File: src/bpeg_pkg.sv
// ============================================================================
// bpeg_pkg: shared definitions for the basin palette entry generator
// Word types, register codes, sequencer states, datapath operations,
// fixed-point constants and the constant lookup tables.
// ============================================================================
package bpeg_pkg;

    // Field and datapath widths.
    localparam int COORD_BITS  = 16;
    localparam int MAX_ENTRIES = 256;
    localparam int IDX_W       = 8;
    localparam int SIZE_W      = 9;
    localparam int MODE_W      = 2;
    localparam int CHAN_W      = 8;
    localparam int CFG_INDEX_W = 2;
    localparam int DW          = 40;  // x / y working registers (CORDIC and remainders)
    localparam int ZW          = 26;  // angle accumulator / quotient register
    localparam int CNT_W       = 5;
    localparam int SHIFT_W     = 4;
    localparam int PROD_W      = 37;  // 2059125 * f product
    localparam int DIVISOR_W   = 16;  // ramp denominator

    // Palette selection.
    typedef enum logic [MODE_W-1:0] {
        PAL_ANGLE_HUE = 2'd0,
        PAL_BLUE_GOLD = 2'd1,
        PAL_CB_TABLE  = 2'd2,
        PAL_PASTEL    = 2'd3
    } palette_mode_t;

    // Configuration register indexes.
    localparam logic [CFG_INDEX_W-1:0] REG_PALETTE_MODE = 2'd0;
    localparam logic [CFG_INDEX_W-1:0] REG_PALETTE_SIZE = 2'd1;

    // Input and result words.
    typedef struct packed {
        logic        [IDX_W-1:0]      entry_index;
        logic signed [COORD_BITS-1:0] root_real;
        logic signed [COORD_BITS-1:0] root_imag;
    } in_word_t;

    typedef struct packed {
        logic [CHAN_W-1:0] red;
        logic [CHAN_W-1:0] green;
        logic [CHAN_W-1:0] blue;
        logic [CHAN_W-1:0] alpha;
    } out_word_t;

    // Sequencer states.
    typedef enum logic [3:0] {
        ST_IDLE,
        ST_CORDIC,
        ST_WRAP,
        ST_SECTOR,
        ST_FDIV,
        ST_MUL,
        ST_QSET,
        ST_QDIV,
        ST_TSET,
        ST_TDIV,
        ST_RAMPDIV,
        ST_FINISH
    } seq_state_t;

    // Datapath operations issued by the sequencer.
    typedef enum logic [3:0] {
        OP_NONE,
        OP_LOAD,
        OP_CORDIC,
        OP_DIV,
        OP_WRAP,
        OP_SECTOR,
        OP_MUL,
        OP_QSET,
        OP_TSET,
        OP_FINISH
    } dp_op_t;

    typedef struct packed {
        dp_op_t             op;
        logic [SHIFT_W-1:0] shift;
    } dp_ctl_t;

    // Last iteration index of each loop.
    localparam logic [CNT_W-1:0] CORDIC_LAST = 5'd15;
    localparam logic [CNT_W-1:0] FDIV_LAST   = 5'd15;
    localparam logic [CNT_W-1:0] HDIV_LAST   = 5'd7;
    localparam logic [CNT_W-1:0] RDIV_LAST   = 5'd23;

    // Angles in Q.16 degrees.
    localparam logic signed [ZW-1:0] Z_DEG_90  = ZW'(90 * 65536);
    localparam logic signed [ZW-1:0] Z_DEG_60  = ZW'(60 * 65536);
    localparam logic signed [ZW-1:0] Z_DEG_360 = ZW'(360 * 65536);

    // Divisor of the hue fraction, aligned for a 16-bit quotient.
    localparam logic signed [DW-1:0] F_DIV_TOP   = DW'(60 << 15);
    // Divisor of the q and t channels, aligned for an 8-bit quotient.
    localparam logic signed [DW-1:0] HSV_DIV_TOP = DW'(64'sd655360000 <<< 7);
    // Numerator bases of the q and t channels.
    localparam logic signed [DW-1:0] Q_BASE      = DW'(64'sd2422500 * 64'sd65536);
    localparam logic signed [DW-1:0] T_BASE      = DW'(64'sd363375 * 64'sd65536);
    localparam logic [20:0]          HSV_F_GAIN  = 21'd2059125;

    localparam logic [CHAN_W-1:0] HSV_V = 8'd242;
    localparam logic [CHAN_W-1:0] HSV_P = 8'd36;
    localparam logic [CHAN_W-1:0] ALPHA = 8'd255;

    // Arctangent of 2^-i in Q.16 degrees, rounded to nearest.
    function automatic logic [21:0] atan_deg(input logic [SHIFT_W-1:0] i);
        logic [21:0] a;
        unique case (i)
            4'd0:  a = 22'd2949120;
            4'd1:  a = 22'd1740967;
            4'd2:  a = 22'd919879;
            4'd3:  a = 22'd466945;
            4'd4:  a = 22'd234379;
            4'd5:  a = 22'd117304;
            4'd6:  a = 22'd58666;
            4'd7:  a = 22'd29335;
            4'd8:  a = 22'd14668;
            4'd9:  a = 22'd7334;
            4'd10: a = 22'd3667;
            4'd11: a = 22'd1833;
            4'd12: a = 22'd917;
            4'd13: a = 22'd458;
            4'd14: a = 22'd229;
            4'd15: a = 22'd115;
        endcase
        return a;
    endfunction

    // Eight-entry colorblind-safe table, packed as {red, green, blue}.
    function automatic logic [3*CHAN_W-1:0] cb_color(input logic [2:0] i);
        logic [3*CHAN_W-1:0] c;
        unique case (i)
            3'd0: c = {8'd68,  8'd119, 8'd170};
            3'd1: c = {8'd102, 8'd204, 8'd238};
            3'd2: c = {8'd34,  8'd136, 8'd51};
            3'd3: c = {8'd204, 8'd187, 8'd68};
            3'd4: c = {8'd238, 8'd102, 8'd119};
            3'd5: c = {8'd170, 8'd51,  8'd119};
            3'd6: c = {8'd187, 8'd187, 8'd187};
            3'd7: c = {8'd51,  8'd34,  8'd136};
        endcase
        return c;
    endfunction

endpackage

File: src/basin_palette_entry_generator.sv
// ============================================================================
// basin_palette_entry_generator: palette entry generator, top level
// Holds the configuration registers and joins the sequencer and datapath.
// ============================================================================
// Usage:
//   Input: drive item and raise start; the word is taken at a rising edge
//   where start is high and busy is low. busy stays high while it is worked.
//   Output: one result word per input word. done is high for exactly one
//   cycle with the RGBA word on result; the receiver cannot stall, so the
//   word must be taken in that cycle.
//   Configuration: cfg_valid / cfg_ready write channel; cfg_index 0 is the
//   palette mode, 1 the palette size, other indexes are ignored. cfg_ready
//   is low while busy and while start is high, so a write never lands in
//   the same cycle as an accepted word.
//   Work per word:
//     angle hue   16 CORDIC steps, a 16-step fraction divide and two
//                 8-step channel divides, all through the one shared
//                 add/subtract unit, plus set-up steps
//     ramps       a 24-step position divide
//     table       lookup only
//   A new start is taken in the done cycle; no word is taken while the
//   previous one is still in work.
//   Reset: palette mode 0, palette size 1, block idle, no strobe.
// ============================================================================
module basin_palette_entry_generator #(
    parameter int MAX_ENTRIES = bpeg_pkg::MAX_ENTRIES
) (
    input  logic                             clk,
    input  logic                             rst_n,
    input  logic                             start,
    output logic                             busy,
    input  bpeg_pkg::in_word_t               item,
    output logic                             done,
    output bpeg_pkg::out_word_t              result,
    input  logic                             cfg_valid,
    output logic                             cfg_ready,
    input  logic [bpeg_pkg::CFG_INDEX_W-1:0] cfg_index,
    input  logic [bpeg_pkg::SIZE_W-1:0]      cfg_data
);
    import bpeg_pkg::*;

    palette_mode_t     mode_reg;
    palette_mode_t     mode_next;
    logic [SIZE_W-1:0] size_reg;
    logic [SIZE_W-1:0] size_next;
    dp_ctl_t           ctl;

    // Configuration writes are taken only while no word is in work or offered.
    assign cfg_ready = ~busy & ~start;

    always_comb
    begin
        mode_next = mode_reg;
        size_next = size_reg;
        if (cfg_valid && cfg_ready)
        begin
            unique case (cfg_index)
                REG_PALETTE_MODE: mode_next = palette_mode_t'(cfg_data[MODE_W-1:0]);
                REG_PALETTE_SIZE: size_next = cfg_data;
                default:
                begin
                end
            endcase
        end
    end

    always_ff @(posedge clk or negedge rst_n)
    begin
        if (!rst_n)
        begin
            mode_reg <= PAL_ANGLE_HUE;
            size_reg <= SIZE_W'(1);
        end
        else
        begin
            mode_reg <= mode_next;
            size_reg <= size_next;
        end
    end

    bpeg_seq u_seq (
        .clk   (clk),
        .rst_n (rst_n),
        .start (start),
        .mode  (mode_reg),
        .busy  (busy),
        .done  (done),
        .ctl   (ctl)
    );

    bpeg_datapath #(
        .MAX_ENTRIES (MAX_ENTRIES)
    ) u_datapath (
        .clk    (clk),
        .ctl    (ctl),
        .mode   (mode_reg),
        .size   (size_reg),
        .item   (item),
        .result (result)
    );

endmodule

File: src/bpeg_step_unit.sv
// ============================================================================
// bpeg_step_unit: shared add/subtract-shift step
// One CORDIC vectoring iteration or one restoring-division iteration,
// selected by the operation. Both share the same y adder.
// ============================================================================
module bpeg_step_unit (
    input  logic                            is_div,
    input  logic [bpeg_pkg::SHIFT_W-1:0]    shift,
    input  logic signed [bpeg_pkg::DW-1:0]  x,
    input  logic signed [bpeg_pkg::DW-1:0]  y,
    input  logic signed [bpeg_pkg::ZW-1:0]  z,
    output logic signed [bpeg_pkg::DW-1:0]  x_n,
    output logic signed [bpeg_pkg::DW-1:0]  y_n,
    output logic signed [bpeg_pkg::ZW-1:0]  z_n
);
    import bpeg_pkg::*;

    logic signed [DW-1:0] dx;
    logic signed [DW-1:0] dy;
    logic signed [DW-1:0] operand;
    logic signed [DW-1:0] sum;
    logic signed [ZW-1:0] atan_z;
    logic                 cin;
    logic                 neg;
    logic                 ge;

    // Shared y adder: y - x when dividing, y -/+ (x >>> i) when rotating.
    always_comb
    begin
        dx     = y >>> shift;
        dy     = x >>> shift;
        neg    = y[DW-1];
        atan_z = ZW'(atan_deg(shift));
        if (is_div)
        begin
            operand = ~x;
            cin     = 1'b1;
        end
        else if (neg)
        begin
            operand = dy;
            cin     = 1'b0;
        end
        else
        begin
            operand = ~dy;
            cin     = 1'b1;
        end
        sum = y + operand + {{(DW-1){1'b0}}, cin};
        ge  = ~sum[DW-1];
    end

    // Next values of the working registers.
    always_comb
    begin
        if (is_div)
        begin
            x_n = x >>> 1;
            y_n = ge ? sum : y;
            z_n = {z[ZW-2:0], ge};
        end
        else
        begin
            x_n = neg ? (x - dx) : (x + dx);
            y_n = sum;
            z_n = neg ? (z - atan_z) : (z + atan_z);
        end
    end

endmodule

File: src/bpeg_seq.sv
// ============================================================================
// bpeg_seq: sequencer of the palette entry generator
// Steps the datapath through the CORDIC, divide and channel phases,
// counts loop iterations and raises the result strobe.
// ============================================================================
module bpeg_seq (
    input  logic                        clk,
    input  logic                        rst_n,
    input  logic                        start,
    input  bpeg_pkg::palette_mode_t     mode,
    output logic                        busy,
    output logic                        done,
    output bpeg_pkg::dp_ctl_t           ctl
);
    import bpeg_pkg::*;

    seq_state_t       state_reg;
    seq_state_t       state_next;
    logic [CNT_W-1:0] step_reg;
    logic [CNT_W-1:0] step_next;
    logic             done_reg;
    logic             done_next;

    // Next state.
    always_comb
    begin
        state_next = state_reg;
        unique case (state_reg)
            ST_IDLE:
            begin
                if (start)
                begin
                    unique case (mode)
                        PAL_ANGLE_HUE: state_next = ST_CORDIC;
                        PAL_BLUE_GOLD: state_next = ST_RAMPDIV;
                        PAL_CB_TABLE:  state_next = ST_FINISH;
                        PAL_PASTEL:    state_next = ST_RAMPDIV;
                    endcase
                end
            end
            ST_CORDIC:  if (step_reg == CORDIC_LAST) state_next = ST_WRAP;
            ST_WRAP:    state_next = ST_SECTOR;
            ST_SECTOR:  state_next = ST_FDIV;
            ST_FDIV:    if (step_reg == FDIV_LAST) state_next = ST_MUL;
            ST_MUL:     state_next = ST_QSET;
            ST_QSET:    state_next = ST_QDIV;
            ST_QDIV:    if (step_reg == HDIV_LAST) state_next = ST_TSET;
            ST_TSET:    state_next = ST_TDIV;
            ST_TDIV:    if (step_reg == HDIV_LAST) state_next = ST_FINISH;
            ST_RAMPDIV: if (step_reg == RDIV_LAST) state_next = ST_FINISH;
            ST_FINISH:  state_next = ST_IDLE;
            default:    state_next = ST_IDLE;
        endcase
    end

    // Iteration counter restarts on every phase change.
    always_comb
    begin
        if (state_next != state_reg || state_reg == ST_IDLE)
            step_next = '0;
        else
            step_next = step_reg + 1'b1;
        done_next = (state_reg == ST_FINISH);
    end

    // Datapath operation for the current state.
    always_comb
    begin
        ctl.shift = step_reg[SHIFT_W-1:0];
        unique case (state_reg)
            ST_IDLE:    ctl.op = start ? OP_LOAD : OP_NONE;
            ST_CORDIC:  ctl.op = OP_CORDIC;
            ST_WRAP:    ctl.op = OP_WRAP;
            ST_SECTOR:  ctl.op = OP_SECTOR;
            ST_FDIV:    ctl.op = OP_DIV;
            ST_MUL:     ctl.op = OP_MUL;
            ST_QSET:    ctl.op = OP_QSET;
            ST_QDIV:    ctl.op = OP_DIV;
            ST_TSET:    ctl.op = OP_TSET;
            ST_TDIV:    ctl.op = OP_DIV;
            ST_RAMPDIV: ctl.op = OP_DIV;
            ST_FINISH:  ctl.op = OP_FINISH;
            default:    ctl.op = OP_NONE;
        endcase
        busy = (state_reg != ST_IDLE);
        done = done_reg;
    end

    // State registers.
    always_ff @(posedge clk or negedge rst_n)
    begin
        if (!rst_n)
        begin
            state_reg <= ST_IDLE;
            step_reg  <= '0;
            done_reg  <= 1'b0;
        end
        else
        begin
            state_reg <= state_next;
            step_reg  <= step_next;
            done_reg  <= done_next;
        end
    end

    // An accepted item always starts work.
    a_start_busy: assert property (@(posedge clk) disable iff (!rst_n)
        (start && !busy) |=> busy)
        else $error("accepted item did not make the block busy");

    // The result strobe comes only in the cycle after the finishing step.
    a_done_after_finish: assert property (@(posedge clk) disable iff (!rst_n)
        done |-> $past(state_reg == ST_FINISH))
        else $error("result strobe without a finishing step");

    // The block is free again while the result is shown.
    a_done_idle: assert property (@(posedge clk) disable iff (!rst_n)
        done |-> !busy)
        else $error("result strobe while still busy");

    // The channel divides never run past their eight quotient bits.
    a_hdiv_bound: assert property (@(posedge clk) disable iff (!rst_n)
        (state_reg == ST_QDIV || state_reg == ST_TDIV) |-> step_reg <= HDIV_LAST)
        else $error("channel divide ran too long");

endmodule

File: src/bpeg_datapath.sv
// ============================================================================
// bpeg_datapath: working registers and channel formation
// Holds the CORDIC / divide registers around the shared step unit, folds
// the angle into a hue, and forms the RGBA word for every palette type.
// ============================================================================
module bpeg_datapath #(
    parameter int MAX_ENTRIES = bpeg_pkg::MAX_ENTRIES
) (
    input  logic                        clk,
    input  bpeg_pkg::dp_ctl_t           ctl,
    input  bpeg_pkg::palette_mode_t     mode,
    input  logic [bpeg_pkg::SIZE_W-1:0] size,
    input  bpeg_pkg::in_word_t          item,
    output bpeg_pkg::out_word_t         result
);
    import bpeg_pkg::*;

    localparam int RW = 36;  // ramp channel arithmetic

    localparam logic signed [ZW-1:0] Z_SEC1 = Z_DEG_60;
    localparam logic signed [ZW-1:0] Z_SEC2 = ZW'(2 * 60 * 65536);
    localparam logic signed [ZW-1:0] Z_SEC3 = ZW'(3 * 60 * 65536);
    localparam logic signed [ZW-1:0] Z_SEC4 = ZW'(4 * 60 * 65536);
    localparam logic signed [ZW-1:0] Z_SEC5 = ZW'(5 * 60 * 65536);

    localparam logic signed [RW-1:0] BG_R0 = RW'(30 * 65536);
    localparam logic signed [RW-1:0] BG_G0 = RW'(80 * 65536);
    localparam logic signed [RW-1:0] BG_B0 = RW'(200 * 65536);
    localparam logic signed [RW-1:0] PA_R0 = RW'(200 * 65536);
    localparam logic signed [RW-1:0] PA_G0 = RW'(180 * 65536);
    localparam logic signed [RW-1:0] PA_B0 = RW'(220 * 65536);
    localparam logic signed [RW-1:0] K200  = RW'(200);
    localparam logic signed [RW-1:0] K140  = RW'(140);
    localparam logic signed [RW-1:0] K120  = RW'(120);
    localparam logic signed [RW-1:0] K40   = RW'(40);
    localparam logic signed [RW-1:0] K30   = RW'(30);
    localparam logic signed [RW-1:0] K60   = RW'(60);
    localparam logic signed [RW-1:0] HALF  = RW'(32768);

    logic signed [DW-1:0]   x_reg;
    logic signed [DW-1:0]   y_reg;
    logic signed [ZW-1:0]   z_reg;
    logic signed [DW-1:0]   x_n;
    logic signed [DW-1:0]   y_n;
    logic signed [ZW-1:0]   z_n;
    logic [2:0]             sector_reg;
    logic [PROD_W-1:0]      p_reg;
    logic [CHAN_W-1:0]      q_reg;
    logic [IDX_W-1:0]       idx_reg;
    logic                   zero_reg;
    out_word_t              result_reg;

    logic signed [DW-1:0]   xs;
    logic signed [DW-1:0]   ys;
    logic [DIVISOR_W:0]     size_sat;
    logic [DIVISOR_W-1:0]   divisor;
    logic signed [ZW-1:0]   z_wrap1;
    logic signed [ZW-1:0]   z_wrap2;
    logic signed [ZW-1:0]   hue;
    logic [2:0]             sector;
    logic signed [ZW-1:0]   sector_base;
    logic signed [RW-1:0]   ramp_t;
    logic [3*CHAN_W-1:0]    rgb;

    // Round or truncate a Q.16 ramp value, then clamp to one channel.
    function automatic logic [CHAN_W-1:0] ramp_chan(input logic signed [RW-1:0] v,
                                                     input logic rnd);
        logic signed [RW-1:0] w;
        logic [RW-17:0]       s;
        logic [CHAN_W-1:0]    c;
        w = v + (rnd ? HALF : RW'(0));
        s = w[RW-1:16];
        if (v[RW-1])
            c = '0;
        else if (s > (RW-16)'(255))
            c = 8'd255;
        else
            c = s[CHAN_W-1:0];
        return c;
    endfunction

    bpeg_step_unit u_step (
        .is_div (ctl.op == OP_DIV),
        .shift  (ctl.shift),
        .x      (x_reg),
        .y      (y_reg),
        .z      (z_reg),
        .x_n    (x_n),
        .y_n    (y_n),
        .z_n    (z_n)
    );

    // Scaled coordinates and the ramp denominator for loading.
    always_comb
    begin
        xs = DW'(item.root_real) <<< 14;
        ys = DW'(item.root_imag) <<< 14;
        if ((DIVISOR_W + 1)'(size) > (DIVISOR_W + 1)'(MAX_ENTRIES))
            size_sat = (DIVISOR_W + 1)'(MAX_ENTRIES);
        else
            size_sat = (DIVISOR_W + 1)'(size);
        if (size_sat >= (DIVISOR_W + 1)'(2))
            divisor = DIVISOR_W'(size_sat - 1'b1);
        else
            divisor = DIVISOR_W'(1);
    end

    // Fold the CORDIC angle into 0..360 degrees; the origin maps to hue zero.
    always_comb
    begin
        z_wrap1 = z_reg[ZW-1] ? (z_reg + Z_DEG_360) : z_reg;
        z_wrap2 = (z_wrap1 >= Z_DEG_360) ? (z_wrap1 - Z_DEG_360) : z_wrap1;
        if (zero_reg || z_wrap2[ZW-1])
            hue = '0;
        else
            hue = z_wrap2;
    end

    // Sixty-degree sector of the hue held in z.
    always_comb
    begin
        priority if (z_reg >= Z_SEC5)
        begin
            sector      = 3'd5;
            sector_base = Z_SEC5;
        end
        else if (z_reg >= Z_SEC4)
        begin
            sector      = 3'd4;
            sector_base = Z_SEC4;
        end
        else if (z_reg >= Z_SEC3)
        begin
            sector      = 3'd3;
            sector_base = Z_SEC3;
        end
        else if (z_reg >= Z_SEC2)
        begin
            sector      = 3'd2;
            sector_base = Z_SEC2;
        end
        else if (z_reg >= Z_SEC1)
        begin
            sector      = 3'd1;
            sector_base = Z_SEC1;
        end
        else
        begin
            sector      = 3'd0;
            sector_base = '0;
        end
    end

    // Channel formation for the finished item.
    always_comb
    begin
        ramp_t = RW'(z_reg[23:0]);
        unique case (mode)
            PAL_ANGLE_HUE:
            begin
                unique case (sector_reg)
                    3'd0:    rgb = {HSV_V, z_reg[CHAN_W-1:0], HSV_P};
                    3'd1:    rgb = {q_reg, HSV_V, HSV_P};
                    3'd2:    rgb = {HSV_P, HSV_V, z_reg[CHAN_W-1:0]};
                    3'd3:    rgb = {HSV_P, q_reg, HSV_V};
                    3'd4:    rgb = {z_reg[CHAN_W-1:0], HSV_P, HSV_V};
                    default: rgb = {HSV_V, HSV_P, q_reg};
                endcase
            end
            PAL_BLUE_GOLD:
                rgb = {ramp_chan(BG_R0 + K200 * ramp_t, 1'b1),
                       ramp_chan(BG_G0 + K140 * ramp_t, 1'b1),
                       ramp_chan(BG_B0 - K120 * ramp_t, 1'b1)};
            PAL_CB_TABLE:
                rgb = cb_color(idx_reg[2:0]);
            PAL_PASTEL:
                rgb = {ramp_chan(PA_R0 - K40 * ramp_t, 1'b0),
                       ramp_chan(PA_G0 + K30 * ramp_t, 1'b0),
                       ramp_chan(PA_B0 - K60 * ramp_t, 1'b0)};
        endcase
    end

    // Working registers, one operation per cycle.
    always_ff @(posedge clk)
    begin
        unique case (ctl.op)
            OP_NONE:
            begin
            end
            OP_LOAD:
            begin
                idx_reg  <= item.entry_index;
                zero_reg <= (item.root_real == '0) && (item.root_imag == '0);
                if (mode == PAL_ANGLE_HUE)
                begin
                    // Pre-rotate the left half plane by ninety degrees.
                    if (item.root_real[COORD_BITS-1])
                    begin
                        if (!item.root_imag[COORD_BITS-1])
                        begin
                            x_reg <= ys;
                            y_reg <= -xs;
                            z_reg <= Z_DEG_90;
                        end
                        else
                        begin
                            x_reg <= -ys;
                            y_reg <= xs;
                            z_reg <= -Z_DEG_90;
                        end
                    end
                    else
                    begin
                        x_reg <= xs;
                        y_reg <= ys;
                        z_reg <= '0;
                    end
                end
                else
                begin
                    // Ramp position: (index << 16) / denominator, 24 quotient bits.
                    y_reg <= DW'({item.entry_index, 16'h0000});
                    x_reg <= DW'(divisor) <<< 23;
                    z_reg <= '0;
                end
            end
            OP_CORDIC, OP_DIV:
            begin
                x_reg <= x_n;
                y_reg <= y_n;
                z_reg <= z_n;
            end
            OP_WRAP:
                z_reg <= hue;
            OP_SECTOR:
            begin
                sector_reg <= sector;
                y_reg      <= DW'(z_reg - sector_base);
                x_reg      <= F_DIV_TOP;
                z_reg      <= '0;
            end
            OP_MUL:
                p_reg <= PROD_W'(HSV_F_GAIN) * PROD_W'(z_reg[15:0]);
            OP_QSET:
            begin
                y_reg <= Q_BASE - DW'(p_reg);
                x_reg <= HSV_DIV_TOP;
                z_reg <= '0;
            end
            OP_TSET:
            begin
                q_reg <= z_reg[CHAN_W-1:0];
                y_reg <= T_BASE + DW'(p_reg);
                x_reg <= HSV_DIV_TOP;
                z_reg <= '0;
            end
            OP_FINISH:
            begin
                result_reg.red   <= rgb[3*CHAN_W-1:2*CHAN_W];
                result_reg.green <= rgb[2*CHAN_W-1:CHAN_W];
                result_reg.blue  <= rgb[CHAN_W-1:0];
                result_reg.alpha <= ALPHA;
            end
            default:
            begin
            end
        endcase
    end

    assign result = result_reg;

endmodule

File: config.mk
export PLATFORM = sky130hd
export DESIGN_NAME = basin_palette_entry_generator
export DESIGN_NICKNAME = d
export VERILOG_FILES = /design/src/bpeg_pkg.sv /design/src/basin_palette_entry_generator.sv /design/src/bpeg_step_unit.sv /design/src/bpeg_seq.sv /design/src/bpeg_datapath.sv
export SDC_FILE = /design/constraint.sdc
export NUM_CORES = 2
export LEC_CHECK = 0
export BUFFER_PORTS_ARGS = -buffer_cell sky130_fd_sc_hd__buf_2
export CAP_MARGIN = 20
export CORE_UTILIZATION = 52
export CTS_BUF_LIST = sky130_fd_sc_hd__clkbuf_8
export DETAILED_ROUTE_END_ITERATION = 8
export PLACE_DENSITY = 0.77
export SLEW_MARGIN = 15
export SYNTH_ARGS = -nofsm -noshare
export SYNTH_HDL_FRONTEND = slang
export SYNTH_SLANG_ARGS = --single-unit
export TNS_END_PERCENT = 5
File: constraint.sdc
create_clock -name clk -period 18.8 [get_ports clk]
set_input_delay 2.82 -clock clk [delete_from_list [all_inputs] [get_ports clk]]
set_output_delay 2.82 -clock clk [all_outputs]
set_load 0.02 [all_outputs]
; ---- Word level (Yosys, flattened, before mapping)
; Memory sizes are Yosys's and may differ from the RTL's. A register that Yosys moved wholly into a read port is not among the register bits.
; Index checks and enable logic that the tools add are counted.
; Widths: inputs -> output; s select.
[word_totals]
memories = 2
reg_bits = 203
latchBits = 0
word_cells = 193
ramBits = 0
rom_bits = 544
inputBits = 55
[memory_table]
columns = name, depth, width, read_ports, rd_ports_with_merged_regs, write_ports, line
row1 = (name not given), 16, 22, 1, 0, 0, bpeg_pkg.sv:111  ; unique case (i)
row2 = (name not given), 8, 24, 1, 1, 0, bpeg_pkg.sv:135  ; unique case (i)
[op_classes]
reduce_logical = 24
n_shift = 2
magnitude_cmp = 14
mux = 62
n_div = 0
bitwise_logic = 6
eq_ne = 34
addsub = 24
mul = 7
[op_table]
columns = operator, count
row1 = $mux 40, 12
row2 = $mux 26, 12
row3 = $pmux 40 s5, 1
row4 = $pmux 40 s4, 1
row5 = $gt 20x8->1 const B, 6
row6 = $pmux 24 s5, 1
row7 = $add 36x17->36 const B, 3
row8 = $sub 25x36->36 const A, 3
row9 = $pmux 26 s4, 1
row10 = $mux 8, 12
row11 = $pmux 24 s4, 1
row12 = $mul 4x24->28 const A, 3
row13 = $add 40x40->40, 2
row14 = $neg 30->40, 2
row15 = $not 40->40, 2
row16 = $sshr 40x4->40, 2
row17 = $ge 26x25->1 const B, 2
row18 = $ge 26x26->1 const B, 2
row19 = $pmux 4 s11, 1
row20 = $add 40x1->40, 1
row21 = $sub 40x40->40, 1
row22 = $sub 38x37->39 const A, 1
row23 = $add 35x37->38 const A, 1
row24 = $mul 21x16->37 const A, 1
row25 = other kinds (55), 99

; ---- Logic depth before layout (Yosys ltp)
[logic_depth]
word_depth = 10
depth_mapped = 29
depth_no_buf = 26

; ---- Cells and area by module
; From an unflattened synthesis, not the netlist that was laid out.
[hier_totals]
cells_unflattened = 5143
hier_area_um2 = 42478.2
[by_module_without_submodules]
columns = mod, seq_area_each_um2, area_per_inst_um2, cells_each, instances
row1 = bpeg_datapath, 5705.5, 28363.5, 3178, 1
row2 = bpeg_step_unit, 0.0, 12869.8, 1844, 1
row3 = bpeg_seq, 250.2, 797.0, 95, 1
row4 = basin_palette_entry_generator, 276.5, 447.9, 26, 1

; ---- Worst setup path before layout
; No wires, ideal clock.
[synth_timing]
path_kind = register to register
startpoint = reg u_seq.step_reg[1]
endpoint = reg u_datapath.y_reg[0], enable pin
path_slack_ns = 10.980
path_stages_with_launch = 28
t_required_ns = 18.399
arrival_ns = 7.419
cell_sequence = dfrtp_1 > clkbuf_1 > buf_2 > clkbuf_1 > clkbuf_1 > buf_1 > clkbuf_1 > mux4_2 > nand2_1 > o21ai_0 > a21oi_1 > xor2_1 > nor2_1 > a21oi_1 > ha_1 > a21o_1 > a21o_1 > a2111oi_0 > o22ai_1 > a41oi_1 > o21ai_0 > a21oi_1 > o31a_1 > o31ai_1 > a31oi_1 > o21bai_1 > mux2i_1 > and3_1
[synth_between]
elab_chain_len = 8
[synth_lines]
columns = element, line
row1 = from (decl), bpeg_seq.sv:19  ; logic [CNT_W-1:0] step_reg;
row2 = from (signal assigned), bpeg_seq.sv:101  ; step_reg <= step_next;
row3 = $sshr 40x4->40 *, bpeg_step_unit.sv:31  ; dy = x >>> shift;
row4 = $not 40->40, bpeg_step_unit.sv:46  ; operand = ~dy;
row5 = $mux 40 *, bpeg_step_unit.sv:39  ; else if (neg)
row6 = $mux 40 *, bpeg_step_unit.sv:34  ; if (is_div)
row7 = $add 40x40->40 *, bpeg_step_unit.sv:49  ; sum = y + operand + {{(DW-1){1'b0}}, cin};
row8 = $add 40x1->40 *, bpeg_step_unit.sv:49
row9 = $ne 3x3->1 (no line) *, n/a
row10 = $reduce_and 2->1 (no line) *, n/a
row11 = to (signal assigned), bpeg_datapath.sv:202  ; y_reg <= -xs;
row12 = to (signal assigned), bpeg_datapath.sv:208  ; y_reg <= xs;
row13 = to (signal assigned), bpeg_datapath.sv:215  ; y_reg <= ys;
row14 = to (decl), bpeg_datapath.sv:41  ; logic signed [DW-1:0] y_reg;
; Mark *: on every way between the ends. The rest lies on a longest branch, timed or not.
; A chain may end at the register's enable or synchronous reset.

; ---- Worst setup path after layout
[layout_timing]
startpoint = reg u_seq.step_reg[0]
endpoint = reg u_datapath.y_reg[19], enable pin
; The elaborated chain is that of the path after synthesis.

==> results.txt <==
* Share of synthesized area occupied by flip-flops and latches: 15.2%
- Netlist cell types: 130
* Register-to-register setup slack: 10950 ps
* Residual antenna-violating net count after detailed routing: 0
- Along the worst path, the maximum fanout reaches 49.
* Commonest non-fill, non-tap cell in the layout: inv_1
* Final Hold Vio Count: 0
- Instance count along the most critical hold path: 2
- Post-synth top flop: edfxtp_1
- DRC violations left: 0
- The number of clock buffers added by TritonCTS is 40.
- Share of async-settable or async-resettable flops after synthesis: 9.77%
- In this run the clock root is driven by a clkbuf_8.
* Peak Freq: 127 MHz
- In this run the count of I/O pins placed on the die edge is 90.
- The final layout contains routed wiring with a total length of 135 mm.
- Post-Route Setup TNS: 0 ps
- Summed over all nets, the half-perimeter wirelength after detailed placement is 107 mm.
* Post-synthesis instance total: 4864
- Subtracting the final worst setup slack from the clock period gives 7850 ps.
* Clk pin slew, worst setup/hold paths: 80 ps
- For the pin with the worst max-slew slack, the measured transition is 1090 ps.
- Clock tree from TritonCTS: yes
* Number of antenna violations at the first check in global routing: 6
* Layout area overhead: 5.54%
* Wire length of the first global-routing pass: 207 mm
- Hold worst-path end: u_datapath.y_reg[3]
- Global-route congestion overflow total: 0
* Hold bufs inserted after CTS: 0
- In this run the number of H-tree levels came out at 2.
- The first detailed-routing pass ran for 6 iterations.
- The die is 283 um tall.
* Area of combinational cells with multiple inputs: 32200 um^2
- Resize count post-CTS: 0
- Crit path launch type: flop
- Total GRT Usage: 33.0%
* FF-to-FF End: u_datapath.y_reg[19]
* Status: finished clean
* Number of max-cap violations: 0
- Total via count after detailed routing: 38100
- The worst setup path is captured at a flop.
- STA puts the critical path data required time at 19040 ps.
* Most frequent cells in the layout: 510 x inv_1, 459 x ha_1, 383 x a21oi_1
* Final-report max-slew violation count: 0
- Area of the core: 77800 um^2
- Setup CP Type: flop to flop
- DR vias/cell: 6.42
- The synthesized design contains 182 enable-type register cells.
- Flip-flop and latch count after synthesis: 215
- Die ar.: 80100 um^2
* Hold path startpoint: u_datapath.p_reg[3]
- Yosys printed 0 warnings.
- The final critical path takes up 41.7% of the cycle.
* Number of nets in the layout: 5606
- For the worst setup path, the data arrival time is 8090 ps.
- The congestion estimate from routability-driven global placement came to 1.05.
* Routed wire per std cell: 22.7 um
* Netlist area before placement: 41100 um^2
* Final setup skew: 38.9 ps
* Worst-case clock buffer depth: 3
- Width of the chip: 283 um
- Worst hold path type: flop to flop
- In this run the critical register-to-register path is launched from u_seq.step_reg[0].
* DRT iter0 DRCs: 4654
* Row Count: 102
- Clk sinks: 215
- Number of filler cells placed in the layout: 7136
- Count of endpoints failing setup in the final report: 0
- Reg2reg path depth: 20
- Syn Area/Cell: 8.44 um^2
- Number of setup buffers added after CTS: 0
- In this run the tightest slew margin relative to its limit is 27.3%.
* Maximum number of pins on one net before global-route repair: 91
- Count of buffers from port buffering: 81
- Setup repair after global routing left no endpoint under its margin.
- Clock latency on the worst-skew pair, taken at its later pin, is 640 ps.
- Number of global-route vias before repair: 35500
- Registers take 6250 um^2.
- The post-route netlist has 8.46% of its cells at a drive strength greater than 1.
- For this configuration, the core starts out at a cell density of 52.8%.
## area by class of cell
cell class / instances / share of cell area, %
tap: 1040 / 3.00
clock buffer: 46 / 1.46
sequential: 215 / 14.4
clock inverter: 28 / 0.589
inverter: 508 / 4.40
multi-input combinational: 3954 / 74.3
antenna: 3 / 0.0173
timing repair buffer: 133 / 1.84
## cell families (layout without fill, tap and decap cells)
family,after synthesis,after routing,synth area share [%]
xor+xnor,377,377,8.19
buf+inv,702,715,6.58
mux,193,193,6.81
fa+ha+maj,699,699,25.7
other cells,1,11,0.00913
compound gates,1367,1367,21.7
flops,215,215,15.2
simple gates,1310,1310,15.8
## critical path: stages (launching register included)
cell	delay, ps
dfrtp_4	840
buf_4	620
mux4_2	630
mux4_2	510
xnor2_1	140
nor2_1	110
a21oi_1	70
fa_1	460
a21o_1	190
a21o_1	200
a2111oi_0	570
o22ai_1	260
a41oi_1	320
o21ai_0	290
a21oi_1	290
o31a_1	260
o31ai_1	140
a31oi_1	310
o21bai_1	150
mux2i_1	180
and3_2	840
## worst max path at each step
stage | startpoint | to | slack (ps) | cells past startpoint
after global placement | u_seq.step_reg[0] | u_datapath.y_reg[0] | 11130 | 20
after global routing | u_seq.step_reg[0] | u_datapath.y_reg[19] | 10210 | 20
after floorplan | u_seq.step_reg[1] | u_datapath.y_reg[0] | 10980 | 27
after detailed placement | u_seq.step_reg[0] | u_datapath.y_reg[0] | 11040 | 20
final | u_seq.step_reg[0] | u_datapath.y_reg[19] | 10950 | 20
after CTS | u_seq.step_reg[0] | u_datapath.y_reg[0] | 10980 | 20
## Yosys cell counts, types with 42 or more instances
master,n,share of area [%]
nand2_1,310,2.8
o211ai_1,48,0.88
mux4_2,64,3.5
mux2_2,42,1.2
inv_1,505,4.6
clkbuf_1,137,1.3
ha_1,459,14
or3_1,44,0.67
o21a_1,56,1.0
fa_1,240,12
nand2b_1,76,1.2
nor3_1,95,1.2
nand3_1,85,1.0
nor2b_1,58,0.88
and3_1,49,0.75
a21o_1,86,1.6
mux2i_1,86,2.1
edfxtp_1,182,13
nor2_1,381,3.5
o21ai_0,314,3.8
xor2_1,133,2.8
a21oi_1,383,4.7
a31oi_1,42,0.64
a211oi_1,50,0.91
xnor2_1,239,5.1
## metrics by stage
step / cell area, um^2 / hold WS (ps) / worst slack, ps / util (%) / instances
final: 43300 / 658 / 10950 / 55.7 / 5927
after global routing: 43300 / 678 / 10210 / 55.7 / 5927
after CTS: 43300 / 650 / 10980 / 55.7 / 5924
after detailed placement: 42400 / 637 / 11040 / 54.5 / 5850
after global placement: 42400 / 629 / 11130 / 54.5 / 5850
after floorplan: 41100 / 528 / 10980 / - / 4871
## per-layer routing
layer  GRT usage [%]  vias to the layer above  wire [um]
li1                -                    17500          -
met2            49.2                     2042      57000
met3            6.76                      341      15100
met4            13.7                        4       6230
met5               0                        -         24
met1            46.4                    18200      56400
Power is not shown: default switching activity piles up to over one toggle a cycle in this logic, so the estimate is an artifact.
